[src/rtl/vcf_pkg.sv]
// ----------------------------------------------------------------------------
// vcf_pkg
// shared types and constants of the vertex component to float converter
// ----------------------------------------------------------------------------
package vcf_pkg;

  typedef enum logic [2:0] {
    FMT_FLOAT = 3'd0,
    FMT_U16   = 3'd1,
    FMT_S16   = 3'd2,
    FMT_U8    = 3'd3,
    FMT_S8    = 3'd4,
    FMT_U32   = 3'd5,
    FMT_S32   = 3'd6,
    FMT_NONE  = 3'd7
  } fmt_e;

  typedef enum logic {
    REG_FORMAT    = 1'b0,
    REG_NORMALIZE = 1'b1
  } reg_idx_e;

  localparam int unsigned MantW = 48;
  localparam int unsigned LzW   = 6;

  localparam logic [31:0] OneBits = 32'h3F80_0000;

  // biased exponent of the top window bit
  localparam logic [7:0] ExpInt    = 8'd158; // weight 2^31
  localparam logic [7:0] ExpFrac   = 8'd126; // weight 2^-1
  localparam logic [7:0] ExpS32Nrm = 8'd127; // 2^31 / 2^31

  typedef struct packed {
    logic               byp;
    logic [31:0]        byp_bits;
    logic               sign;
    logic [7:0]         expo;
    logic               inf_sticky;
    logic [MantW-1:0]   mant;
  } stage_t;

endpackage

[src/rtl/vcf_prep.sv]
// ----------------------------------------------------------------------------
// vcf_prep
// decodes the raw component into sign, window and exponent, or a fixed result
// ----------------------------------------------------------------------------
module vcf_prep import vcf_pkg::*; (
  input  logic        clk_i,
  input  logic        rst_ni,
  input  logic        valid_i,
  input  logic [31:0] raw_bits_i,
  input  fmt_e        fmt_i,
  input  logic        nrm_i,
  output logic        valid_o,
  output stage_t      stage_o
);

  stage_t     st_d, st_q;
  logic       valid_q;
  logic [15:0] mag16;
  logic [7:0]  mag8;
  logic [31:0] mag32;

  always_comb begin
    st_d            = '0;
    st_d.byp        = 1'b1;
    mag16           = raw_bits_i[15] ? 16'(-raw_bits_i[15:0]) : raw_bits_i[15:0];
    mag8            = raw_bits_i[7] ? 8'(-raw_bits_i[7:0]) : raw_bits_i[7:0];
    mag32           = raw_bits_i[31] ? 32'(-raw_bits_i) : raw_bits_i;
    case (fmt_i)
      FMT_FLOAT: st_d.byp_bits = raw_bits_i;
      FMT_U16: begin
        if (!nrm_i) begin
          st_d.byp  = (raw_bits_i[15:0] == 16'd0);
          st_d.expo = ExpInt;
          st_d.mant = {16'd0, raw_bits_i[15:0], 16'd0};
        end else if (raw_bits_i[15:0] == 16'hFFFF) begin
          st_d.byp_bits = OneBits;
        end else begin
          // v / (2^16 - 1) is v repeated in 16-bit blocks
          st_d.byp        = (raw_bits_i[15:0] == 16'd0);
          st_d.expo       = ExpFrac;
          st_d.inf_sticky = 1'b1;
          st_d.mant = {raw_bits_i[15:0], raw_bits_i[15:0], raw_bits_i[15:0]};
        end
      end
      FMT_S16: begin
        st_d.sign = raw_bits_i[15];
        if (!nrm_i) begin
          st_d.byp  = (mag16 == 16'd0);
          st_d.expo = ExpInt;
          st_d.mant = {16'd0, mag16, 16'd0};
        end else if (mag16 >= 16'd32767) begin
          // exact one, or clamped to minus one
          st_d.byp_bits = {raw_bits_i[15], OneBits[30:0]};
        end else begin
          st_d.byp        = (mag16 == 16'd0);
          st_d.expo       = ExpFrac;
          st_d.inf_sticky = 1'b1;
          st_d.mant = {mag16[14:0], mag16[14:0], mag16[14:0], 3'd0};
        end
      end
      FMT_U8: begin
        if (!nrm_i) begin
          st_d.byp  = (raw_bits_i[7:0] == 8'd0);
          st_d.expo = ExpInt;
          st_d.mant = {24'd0, raw_bits_i[7:0], 16'd0};
        end else if (raw_bits_i[7:0] == 8'hFF) begin
          st_d.byp_bits = OneBits;
        end else begin
          st_d.byp        = (raw_bits_i[7:0] == 8'd0);
          st_d.expo       = ExpFrac;
          st_d.inf_sticky = 1'b1;
          st_d.mant = {6{raw_bits_i[7:0]}};
        end
      end
      FMT_S8: begin
        st_d.sign = raw_bits_i[7];
        if (!nrm_i) begin
          st_d.byp  = (mag8 == 8'd0);
          st_d.expo = ExpInt;
          st_d.mant = {24'd0, mag8, 16'd0};
        end else if (mag8 >= 8'd127) begin
          st_d.byp_bits = {raw_bits_i[7], OneBits[30:0]};
        end else begin
          st_d.byp        = (mag8 == 8'd0);
          st_d.expo       = ExpFrac;
          st_d.inf_sticky = 1'b1;
          st_d.mant = {{6{mag8[6:0]}}, 6'd0};
        end
      end
      FMT_U32: begin
        st_d.byp  = (raw_bits_i == 32'd0);
        st_d.expo = nrm_i ? ExpFrac : ExpInt;
        st_d.mant = {raw_bits_i, 16'd0};
      end
      FMT_S32: begin
        st_d.sign = raw_bits_i[31];
        st_d.byp  = (raw_bits_i == 32'd0);
        st_d.expo = nrm_i ? ExpS32Nrm : ExpInt;
        st_d.mant = {mag32, 16'd0};
      end
      default: st_d.byp_bits = 32'd0;
    endcase
  end

  always_ff @(posedge clk_i or negedge rst_ni) begin
    if (!rst_ni) begin
      valid_q <= 1'b0;
    end else begin
      valid_q <= valid_i;
    end
  end

  always_ff @(posedge clk_i) begin
    st_q <= st_d;
  end

  assign valid_o = valid_q;
  assign stage_o = st_q;

endmodule

[src/rtl/vcf_lzc.sv]
// ----------------------------------------------------------------------------
// vcf_lzc
// leading zero count of the window, registered with the stage data
// ----------------------------------------------------------------------------
module vcf_lzc import vcf_pkg::*; (
  input  logic           clk_i,
  input  logic           rst_ni,
  input  logic           valid_i,
  input  stage_t         stage_i,
  output logic           valid_o,
  output stage_t         stage_o,
  output logic [LzW-1:0] lz_o
);

  logic           valid_q;
  stage_t         st_q;
  logic [LzW-1:0] lz_d, lz_q;

  always_comb begin
    lz_d = '0;
    for (int i = 0; i < MantW; i++) begin
      if (stage_i.mant[i]) begin
        lz_d = LzW'(MantW - 1 - i);
      end
    end
  end

  always_ff @(posedge clk_i or negedge rst_ni) begin
    if (!rst_ni) begin
      valid_q <= 1'b0;
    end else begin
      valid_q <= valid_i;
    end
  end

  always_ff @(posedge clk_i) begin
    st_q <= stage_i;
    lz_q <= lz_d;
  end

  assign valid_o = valid_q;
  assign stage_o = st_q;
  assign lz_o    = lz_q;

endmodule

[src/rtl/vcf_norm_round.sv]
// ----------------------------------------------------------------------------
// vcf_norm_round
// normalizing shift, then round to nearest even and pack
// ----------------------------------------------------------------------------
module vcf_norm_round import vcf_pkg::*; (
  input  logic           clk_i,
  input  logic           rst_ni,
  input  logic           valid_i,
  input  stage_t         stage_i,
  input  logic [LzW-1:0] lz_i,
  output logic           valid_o,
  output logic [31:0]    bits_o
);

  stage_t      sh_d, sh_q;
  logic        v3_q, v4_q;
  logic [24:0] sum;
  logic        up;
  logic [7:0]  expo;
  logic [31:0] res_d, res_q;

  always_comb begin
    sh_d      = stage_i;
    sh_d.mant = stage_i.mant << lz_i;
    sh_d.expo = stage_i.expo - 8'(lz_i);
  end

  always_comb begin
    up   = sh_q.mant[23] & (sh_q.inf_sticky | (|sh_q.mant[22:0]) | sh_q.mant[24]);
    sum  = {1'b0, sh_q.mant[47:24]} + 25'(up);
    expo = sh_q.expo + 8'(sum[24]);
    if (sh_q.byp) begin
      res_d = sh_q.byp_bits;
    end else begin
      // a carry out leaves an all-zero fraction
      res_d = {sh_q.sign, expo, sum[24] ? 23'd0 : sum[22:0]};
    end
  end

  always_ff @(posedge clk_i or negedge rst_ni) begin
    if (!rst_ni) begin
      v3_q <= 1'b0;
      v4_q <= 1'b0;
    end else begin
      v3_q <= valid_i;
      v4_q <= v3_q;
    end
  end

  always_ff @(posedge clk_i) begin
    sh_q  <= sh_d;
    res_q <= res_d;
  end

  assign valid_o = v4_q;
  assign bits_o  = res_q;

endmodule

[src/rtl/vertex_component_to_float_core.sv]
// ----------------------------------------------------------------------------
// vertex_component_to_float_core
// converts one raw vertex attribute component to an ieee single per cycle
// ----------------------------------------------------------------------------
// usage
//   - set component_format (index 0) and normalize_enable (index 1) through
//     cfg_we_i / cfg_idx_i / cfg_wdata_i while no transfer is in flight
//   - a component transfer happens on a clock edge with start_i high and
//     busy_o low; busy_o is always low, so one component per cycle is taken
//   - the result shows on float_bits_o with done_o high for exactly one
//     cycle for each start transfer, in the order of the transfers
//   - throughput is one item per cycle; the four register stages are:
//     decode, leading zero count, normalizing shift, round and pack
//   - results come out in start order and cannot be held off
//   - reset clears the stage valid bits and sets format float, normalize off;
//     items in flight at reset are dropped
// ----------------------------------------------------------------------------
module vertex_component_to_float_core import vcf_pkg::*; (
  input  logic        clk_i,
  input  logic        rst_ni,
  input  logic        cfg_we_i,
  input  logic        cfg_idx_i,
  input  logic [2:0]  cfg_wdata_i,
  input  logic        start_i,
  output logic        busy_o,
  input  logic [31:0] raw_bits_i,
  output logic        done_o,
  output logic [31:0] float_bits_o
);

  fmt_e           fmt_q;
  logic           nrm_q;
  logic           v1, v2;
  stage_t         s1, s2;
  logic [LzW-1:0] lz2;

  // configuration registers
  always_ff @(posedge clk_i or negedge rst_ni) begin
    if (!rst_ni) begin
      fmt_q <= FMT_FLOAT;
      nrm_q <= 1'b0;
    end else if (cfg_we_i) begin
      case (reg_idx_e'(cfg_idx_i))
        REG_FORMAT:    fmt_q <= fmt_e'(cfg_wdata_i);
        REG_NORMALIZE: nrm_q <= cfg_wdata_i[0];
        default:       ;
      endcase
    end
  end

  // fully pipelined, never stalls
  assign busy_o = 1'b0;

  vcf_prep u_prep (
    .clk_i, .rst_ni,
    .valid_i    (start_i),
    .raw_bits_i,
    .fmt_i      (fmt_q),
    .nrm_i      (nrm_q),
    .valid_o    (v1),
    .stage_o    (s1)
  );

  vcf_lzc u_lzc (
    .clk_i, .rst_ni,
    .valid_i (v1),
    .stage_i (s1),
    .valid_o (v2),
    .stage_o (s2),
    .lz_o    (lz2)
  );

  vcf_norm_round u_round (
    .clk_i, .rst_ni,
    .valid_i (v2),
    .stage_i (s2),
    .lz_i    (lz2),
    .valid_o (done_o),
    .bits_o  (float_bits_o)
  );

endmodule

[config.mk]
export PLATFORM = sky130hd
export DESIGN_NAME = vertex_component_to_float_core
export DESIGN_NICKNAME = d
export VERILOG_FILES = /design/src/rtl/vcf_pkg.sv /design/src/rtl/vcf_prep.sv /design/src/rtl/vcf_lzc.sv /design/src/rtl/vcf_norm_round.sv /design/src/rtl/vertex_component_to_float_core.sv
export SDC_FILE = /design/constraint.sdc
export NUM_CORES = 1
export LEC_CHECK = 0
export CORE_UTILIZATION = 60
export CTS_CLUSTER_SIZE = 8
export DETAILED_ROUTE_END_ITERATION = 10
export DONT_BUFFER_PORTS = 1
export PLACE_DENSITY = 0.87
export SYNTH_ARGS = -nofsm -noshare
export SYNTH_HDL_FRONTEND = slang
export SYNTH_SLANG_ARGS = --single-unit
[constraint.sdc]
create_clock -name clk_i -period 7.8 [get_ports clk_i]
set_input_delay 1.56 -clock clk_i [delete_from_list [all_inputs] [get_ports clk_i]]
set_output_delay 1.56 -clock clk_i [all_outputs]
set_load 0.005 [all_outputs]
; After elaboration in Yosys (flattened, before gate mapping)
; Cells that the tools add are included.
; W data, S select, Z words.
[classes]
n_shift = 1
magnitude_cmp = 2
n_reduce_logical = 15
n_mux = 92
n_bitwise = 4
eq_ne = 8
n_addsub = 6
[ops]
columns = op, count
row1 = $pmux W48 S6, 1
row2 = $mux W32, 8
row3 = $mux W56, 4
row4 = $mux W48, 4
row5 = $pmux W32 S5, 1
row6 = $mux W6, 16
row7 = $mux W5, 16
row8 = $mux W30, 2
row9 = $mux W8, 7
row10 = $pmux W8 S6, 1
row11 = $shl A48 B6 Y48, 1
row12 = $logic_not A16 Y1, 2
row13 = $logic_not A32 Y1, 1
row14 = $mux W4, 8
row15 = $neg A32 Y32, 1
row16 = $reduce_or A32 Y1, 1
row17 = $add A24 B1 Y25, 1
row18 = $mux W23, 1
row19 = $reduce_or A23 Y1, 1
row20 = $eq A16 B16 Y1 const B, 1
row21 = $ge A16 B15 Y1 const B, 1
row22 = $logic_not A8 Y1, 2
row23 = $mux W16, 1
row24 = $neg A16 Y16, 1
row25 = other kinds (23), 45
[word_totals]
in_bits = 40
out_inout_bits = 34
ff_bits = 319
elab_cells = 159

; Depth between registers and ports, before layout
; Gate-level depths: netlist (run 1).
[logic_depth]
depth_word = 47
mapped_depth = 14
mapped_depth_nobuf = 13

; Modules after synthesis
; A second synthesis (run 1) with hierarchy kept.
[unflattened]
hier_cells = 1564
area_unflattened_um2 = 14839.2
[modules_own_cells]
columns = module, n_inst, area_each_um2, seq_area_each_um2, cells_each
row1 = vcf_norm_round, 1, 6655.1, 2512.4, 687
row2 = vcf_prep, 1, 5376.4, 1766.7, 661
row3 = vcf_lzc, 1, 2618.8, 1966.9, 204
row4 = vertex_component_to_float_core, 1, 188.9, 100.1, 12

; Least setup slack after synthesis (run 1)
; No wires, ideal clock.
[synth_path]
path_type = in2reg
from = input raw_bits_i[0]
to = register u_prep.st_q (netlist bit u_prep.stage_o[31])
setup_ns = 0.065
path_stages = 12
arrival_time_ns = 4.244
required_ns = 7.735
n_path_buf = 3
slack_ns = 3.491
path_cell_list = clkbuf_1 -> clkbuf_1 -> inv_1 -> ha_1 -> or4b_2 -> or4_1 -> a41oi_1 -> nor3_1 -> a311oi_4 -> buf_4 -> nand2_1 -> nand4_1
[synth_via]
elab_chain_len = 6
elab_cells_between_ends = 19
cone_classes = add/sub (3) / order compare (2) / eq/ne (2) / mux (12)
[synth_rtl]
columns = element, line_no
row1 = "start, declared", vertex_component_to_float_core.sv:26  ; input logic [31:0] raw_bits_i,
row2 = $neg A16 Y16 / $neg A8 Y8 (equally long branches), "vcf_prep.sv:25, vcf_prep.sv:26"
row3 = $mux W16 / $mux W8 (equally long branches), "vcf_prep.sv:25, vcf_prep.sv:26"
row4 = $ge A16 B15 Y1 / $ge A8 B7 Y1 (equally long branches), "vcf_prep.sv:51, vcf_prep.sv:81"
row5 = "$mux W56, on equally long branches", "vcf_prep.sv:51, vcf_prep.sv:81"
row6 = "$mux W48, on equally long branches", "vcf_prep.sv:47, vcf_prep.sv:77"
row7 = $pmux W48 S6 *, vcf_prep.sv:28  ; case (fmt_i)
row8 = "end signal, assigned", vcf_prep.sv:114  ; st_q <= st_d;
row9 = "end, declared", vcf_prep.sv:16  ; stage_t st_d, st_q;
; Mark *: on every way between the ends. The rest lies on a longest branch, timed or not.
; A chain may end at the register's enable or synchronous reset.

; Final worst setup path (run 1)
[layout_path]
from = input raw_bits_i[1]
to = register u_prep.st_q (netlist bit u_prep.stage_o[31])
; The elaborated chain is that of the path after synthesis.

==> results of run 1 <==
## stage by stage
step	instance area [µm²]	utilization	power [mW]	setup slack (ns)
after floorplan	13800	-	3.61	3.49
after global placement	13900	0.615	4.05	3.21
after detailed placement	13900	0.615	4.10	3.20
after CTS	15100	0.668	5.83	3.74
after global routing	15100	0.668	6.14	3.56
final	15100	0.668	5.89	3.67
## critical path: stages
cell      delay [ns]
inv_1           0.05
ha_1            0.37
or4b_2          0.63
or4_1           0.42
a41oi_1         0.26
nor3_1          0.12
a311oi_4        0.76
nand2_1         0.26
nand4_1         0.16
## cell usage in the layout (no fill, tap or decap), drive strengths merged, types with 4 or more instances in the layout
cell type and n:
nor2 133, nand3 54, dfxtp 303, nor2b 11, a22oi 14, o21a 5
a221oi 12, or4 14, nand2b 19, o311ai 4, and2 34, clkbuf 46
inv 32, o211ai 6, nand4 20, mux4 44, o41ai 5, a211oi 20
xor2 20, nor4 28, or3 10, dfrtp 8, ha 14, nand2 227
o31a 4, mux2 13, buf 14, o22a 6, o21ai 89, or2 4
o31ai 23, a21boi 5, and3 24, o22ai 17, mux2i 22, nor3 28
a21oi 57, xnor2 33, nand3b 5, a31oi 22
## sequential cells by signal, summed over array words and instances (netlist names)
register,count
fmt_q,3
u_prep.valid_o,1
u_round.valid_o,1
u_round.bits_o,32
u_lzc.lz_o,6
u_round.sh_q,91
u_prep.stage_o,87
u_lzc.stage_o,87
u_lzc.valid_o,1
u_round.v3_q,1
nrm_q,1
## power by group through the flow
| stage | Sequential (mW) | Clock, mW | Combinational, mW |
|---|---|---|---|
| 2_1_floorplan | 2.16 | 0 | 1.45 |
| 3_3_place_gp | 2.26 | 0 | 1.79 |
| 3_5_place_dp | 2.28 | 0 | 1.82 |
| 4_1_cts | 2.27 | 1.68 | 1.88 |
| 5_1_grt | 2.31 | 1.76 | 2.08 |
| 6_report | 2.28 | 1.68 | 1.94 |
## metal layers
metal | up-vias | routed length (µm) | global-route usage
met5 | - | 0 | 0
met4 | 0 | 2890 | 0.235
met3 | 181 | 3970 | 0.0609
met2 | 812 | 19900 | 0.591
met1 | 5626 | 15700 | 0.439
li1 | 5373 | - | -
## cells by family after synthesis
| group | Yosys count | synth area share |
|---|---|---|
| muxes | 79 | 0.0984 |
| other | 1 | 0.000272 |
| xor gates and xnor gates | 53 | 0.0336 |
| adders and majority gates | 15 | 0.0141 |
| DFF | 311 | 0.454 |
| AOI/OAI and AO/OA | 315 | 0.149 |
| buffers and inverters | 136 | 0.0379 |
| and+or+nand+nor | 621 | 0.213 |
## final cells by class
| class | count | share of cell area |
|---|---|---|
| Timing Repair Buffer | 14 | 0.00697 |
| Multi-Input combinational cell | 1084 | 0.467 |
| Clock inverter | 3 | 0.00531 |
| Sequential cell | 311 | 0.416 |
| Tap cell | 285 | 0.0236 |
| Inverter | 32 | 0.00797 |
| Clock buffer | 46 | 0.0735 |
## worst min path at each step
stage	cells after the start	to
global placement	0	u_lzc.stage_o[68]
CTS	0	u_round.sh_q[59]
detailed placement	0	u_lzc.stage_o[56]
finish	0	u_round.sh_q[59]
floorplan	0	u_lzc.stage_o[48]
global route	0	u_round.sh_q[59]
==> qor.txt, run 1 <==
worst skew pair latency: 0.56 ns
Worst-Margin Slew: 1.13 ns
commonest cells in the netlist: 303 x dfxtp_1, 227 x nand2_1, 133 x nor2_1, 88 x o21ai_0, 87 x clkbuf_1
antenna violations before repair: 0
routability cong.: 0.993
Pre-Repair DR Iteration Count: 6
CTS tree: done
power per cell area: 391 nW/µm²
endpoint class of the critical path: flop
CP startpoint: raw_bits_i[1]
Net Sw Power: 2.11 mW
Buffers on Ports: 0
Residual DRC: 0
Resized cells post-CTS: 0
Final Net Count: 1542
die area: 23600 µm²
global-route wire length before repair: 65600 µm
Unique masters post-synth: 69
Antenna Nets Post-Route: 0
vias per inst: 6.76
worst r2r dst: u_round.bits_o[28]
Storage cell area: 6270 µm²
RSZ-0062 raised after global routing: no
vias in the first global route: 11512
most frequent cell after synthesis: dfxtp_1
Post-synth EDFFs: 0
Max Cap Viol: 0
area fraction of the dominant cell type after synthesis: 0.439
r2r setup slk: 4.04 ns
Setup crit end: u_prep.stage_o[31]
DP Cell Count: 1726
Root Driver: clkbuf_16
top cells by area, synth: dfxtp_1 44%, mux4_2 7.2%, nand2_1 6.2%, nor2_1 3.6%, o21ai_0 3.2%
htree depth: 2
GR Util All Layers: 0.360
max_slew headroom: 0.237
Yosys reg bits: 311
share of cells above drive strength 1: 0.0899
Post-Route WL: 42400 µm
Sw Ratio: 0.359
Clock Sinks: 311
n_diodes: 0
cell area after synthesis: 13800 µm²
Reg2Reg Depth: 13
Post-CTS Setup Repair Bufs: 0
WP data required: 8.28 ns
hold_ws: 0.311 ns
Clk pin slew, worst setup/hold paths: 0.05 ns
largest net degree at the start of global routing: 62
Finish-stage setup viols: 0
Pleak: 5.90 nW
synth-to-layout area growth: 9.25%
Seq/Total Area, Yosys: 0.454
top_reg_cell synth: dfxtp_1
Peak VDD IR: 186 µV
standard-cell rows: 55
cts hold-fix bufs: 0
Max Slew Vio Count: 0
warning count from the yosys run: 0
grt ovf: 0
async set-reset flop share out of synthesis: 0.0257
core footprint: 22600 µm²
Layout Cells excl Fill: 1775
status: finished, final reports clean
worst hold start: u_lzc.stage_o[59]
Cell Int Power: 3.78 mW
post-DP HPWL: 28600 µm
I/O pin total: 74
CP Max Fanout: 15
clock power share: 0.284
DR iter-0 viols: 1349
mean post-synth cell area: 9.02 µm²
Setup Skew: 0.0343 ns
Cells after Synth: 1531
r2r startpoint: u_round.sh_q[24]
footprint of the multi-input gates: 7040 µm²
setup TNS: 0 ns
post-route minimum period: 4.13 ns
TritonCTS Buffers: 44
via count: 11992
crit start category: input port
crit path kind: in2reg
effective utilization at floorplan: 0.612
post-DR wirelength/cell: 23.9 µm
Max Buffers Root-to-Sink: 3
Final Hold Viols: 0
max frequency: 242 MHz
combinational group share of total power: 0.329
Syn Nets: 1586
Seq pwr share: 0.387
final period utilization: 0.529
largest area contributor in the netlist: dfxtp_1
worst hold path type: reg2reg
Die W: 154 µm
crit path DAT: 4.61 ns
die height: 154 µm
fillers: 1682
(Power assumes the default switching activity.)
==> inputs of run 2 (changes only) <==
Clock period 7.8 ns to 3.8 ns, I/O delays scaled along.
==> run 2 against run 1 <==
Clock skew down 0.0035 ns. Final cell count up 1.1%. Critical path depth up 4. Sequential power up 110%. Utilization up 0.79 points. Critical endpoint is now u_round.bits_o[28]. Die area unchanged. Worst hold slack worse by 0.077 ns. Clock power up 110%. Combinational power up 100%. Worst setup slack worse by 3.1 ns.
==> qor.txt, run 2 (synthesis results as in run 1) <==
effective utilization at floorplan: 0.612 (unchanged)
Hold Path Sink: u_prep.valid_o (was u_round.sh_q[59])
post-DP HPWL: 30300 µm (was 28600 µm)
met1 Use GR: 0.442 (was 0.439)
largest net degree at the start of global routing: 62 (unchanged)
worst hold path type: in2reg (was reg2reg)
Pre-Repair DR Iteration Count: 7 (was 6)
routability cong.: 1.01 (was 0.993)
DP Cell Count: 1741 (was 1726)
Clk pin slew, worst setup/hold paths: 0.05 ns (about the same)
Die W: 154 µm (unchanged)
CTS tree: done (unchanged)
DP Worst Slack: 0.286 ns (was 3.20 ns)
RSZ-0062 raised after global routing: no (unchanged)
r2r startpoint: u_round.sh_q[24] (unchanged)
max_slew headroom: 0.229 (was 0.237)
power per cell area: 797 nW/µm² (was 391 nW/µm²)
core footprint: 22600 µm² (unchanged)
Setup WS post-layout: 0.567 ns (was 3.67 ns)
Clock Sinks: 311 (unchanged)
r2r setup slk: 0.57 ns (was 4.04 ns)
gr busiest metal: met2 (unchanged)
Reg2Reg Depth: 13 (unchanged)
fillers: 1695 (was 1682)
Final Net Count: 1559 (was 1542)
n_diodes: 0 (unchanged)
CP Max Fanout: 4 (was 15)
Worst-Margin Slew: 1.16 ns (was 1.13 ns)
worst hold start: start_i (was u_lzc.stage_o[59])
GR Util All Layers: 0.362 (was 0.360)
DR iter-0 viols: 1456 (was 1349)
worst skew pair latency: 0.56 ns (about the same)
synth-to-layout area growth: 10.5% (was 9.25%)
die area: 23600 µm² (unchanged)
I/O pin total: 74 (unchanged)
share of cells above drive strength 1: 0.101 (was 0.0899)
worst r2r dst: u_round.bits_o[28] (unchanged)
max reg flops: 91 (unchanged)
global-route wire length before repair: 66000 µm (was 65600 µm)
Residual DRC: 0 (unchanged)
WP data required: 4.18 ns (was 8.28 ns)
status: finished, final reports clean (unchanged)
post-DR wirelength/cell: 23.7 µm (was 23.9 µm)
largest reg by FF count: u_round.sh_q (unchanged)
most frequent cells in the layout: 300 x dfxtp_1, 227 x nand2_1, 133 x nor2_1 (unchanged)
hold depth: 0 (unchanged)
GR Layer Usage met2: 0.589 (was 0.591)
max frequency: 309 MHz
Root Driver: clkbuf_16 (unchanged)
crit start category: flop (was input port)
Max Buffers Root-to-Sink: 3 (unchanged)
Finish-stage setup viols: 0 (unchanged)
die height: 154 µm (unchanged)
Layout Cells excl Fill: 1794 (was 1775)
Post-Route WL: 42500 µm (was 42400 µm)
via count: 11995 (was 11992)
Max Slew Vio Count: 0 (unchanged)
Power Total: 12.2 mW (was 5.89 mW)
Antenna Nets Post-Route: 0 (unchanged)
post-route minimum period: 3.23 ns
endpoint class of the critical path: flop (unchanged)
setup TNS: 0 ns (unchanged)
Max Cap Viol: 0 (unchanged)
Pleak: 6.01 nW (was 5.90 nW)
vias per inst: 6.69 (was 6.76)
commonest non-fill, non-tap cell in the layout: dfxtp_1 (unchanged)
final period utilization: 0.851
Final Hold Viols: 0 (unchanged)
met3 usage: 0.0598 (was 0.0609)
crit path kind: reg2reg (was in2reg)
antenna violations before repair: 0 (unchanged)
vias in the first global route: 11500 (was 11512)
Peak VDD IR: 433 µV (was 186 µV)
htree depth: 2 (unchanged)
TritonCTS Buffers: 45 (was 44)
Buffers on Ports: 0 (unchanged)
standard-cell rows: 55 (unchanged)
Setup Skew: 0.0308 ns (was 0.0343 ns)
crit path DAT: 3.62 ns (was 4.61 ns)
grt ovf: 0 (unchanged)
==> run 2: timing repair <==
item	4_1_cts	5_1_grt
gates resized for setup	0	0
hold buffers	1	0
setup buffers	0	0
hold endpoints to repair	8	0
==> run 2: worst max-delay path by stage <==
| stage | start | to | depth (start not counted) |
|---|---|---|---|
| global route | u_round.sh_q[24] | u_round.bits_o[28] | 13 |
| floorplan | raw_bits_i[0] | u_prep.stage_o[31] | 12 |
| CTS | u_round.sh_q[24] | u_round.bits_o[28] | 13 |
| global placement | raw_bits_i[1] | u_prep.stage_o[31] | 10 |
| detailed placement | raw_bits_i[1] | u_prep.stage_o[36] | 10 |
| finish | u_round.sh_q[24] | u_round.bits_o[28] | 13 |
==> run 2: power breakdown <==
part / internal [mW] / total, mW / switching, mW
logic: 1.67 / 3.89 / 2.22
clock network: 2.15 / 3.53 / 1.38
registers: 4.05 / 4.74 / 0.688
total: 7.87 / 12.2 / 4.29
==> run 2: final cells by class <==
cell class / instances / area (µm²) / share of cell area
Clock buffer: 48 / 1160 / 0.0759
Clock inverter: 4 / 87.6 / 0.00574
Inverter: 32 / 120 / 0.00787
Multi-Input combinational cell: 1084 / 7040 / 0.461
Sequential cell: 311 / 6270 / 0.411
Tap cell: 285 / 357 / 0.0234
Timing Repair Buffer: 30 / 228 / 0.0149
==> run 2: worst max-delay path: stages, from the launching register on <==
cell     delay [ns]
dfxtp_1        0.34
and2_1         0.18
ha_1           0.21
nand3_1        0.13
nor2_1         0.31
and4_1         0.30
and2_1         0.24
and3_1         0.24
and3_1         0.27
ha_1           0.20
and3_1         0.23
nand3_1        0.11
xor2_1         0.22
o21ai_0        0.11
==> run 2: metrics by stage <==
| stage | utilization | hold slack, ns | cell area [µm²] |
|---|---|---|---|
| after floorplan | - | 0.310 | 13800 |
| after global placement | 0.620 | 0.310 | 14000 |
| after detailed placement | 0.620 | 0.312 | 14000 |
| after CTS | 0.676 | 0.223 | 15300 |
| after global routing | 0.676 | 0.223 | 15300 |
| final | 0.676 | 0.234 | 15300 |
==> run 2: per-layer routing <==
| layer | vias to the layer above | share of wire |
|---|---|---|
| met5 | - | 0 |
| met4 | 0 | 0.070 |
| met3 | 178 | 0.085 |
| met2 | 774 | 0.47 |
| met1 | 5633 | 0.38 |
| li1 | 5410 | - |
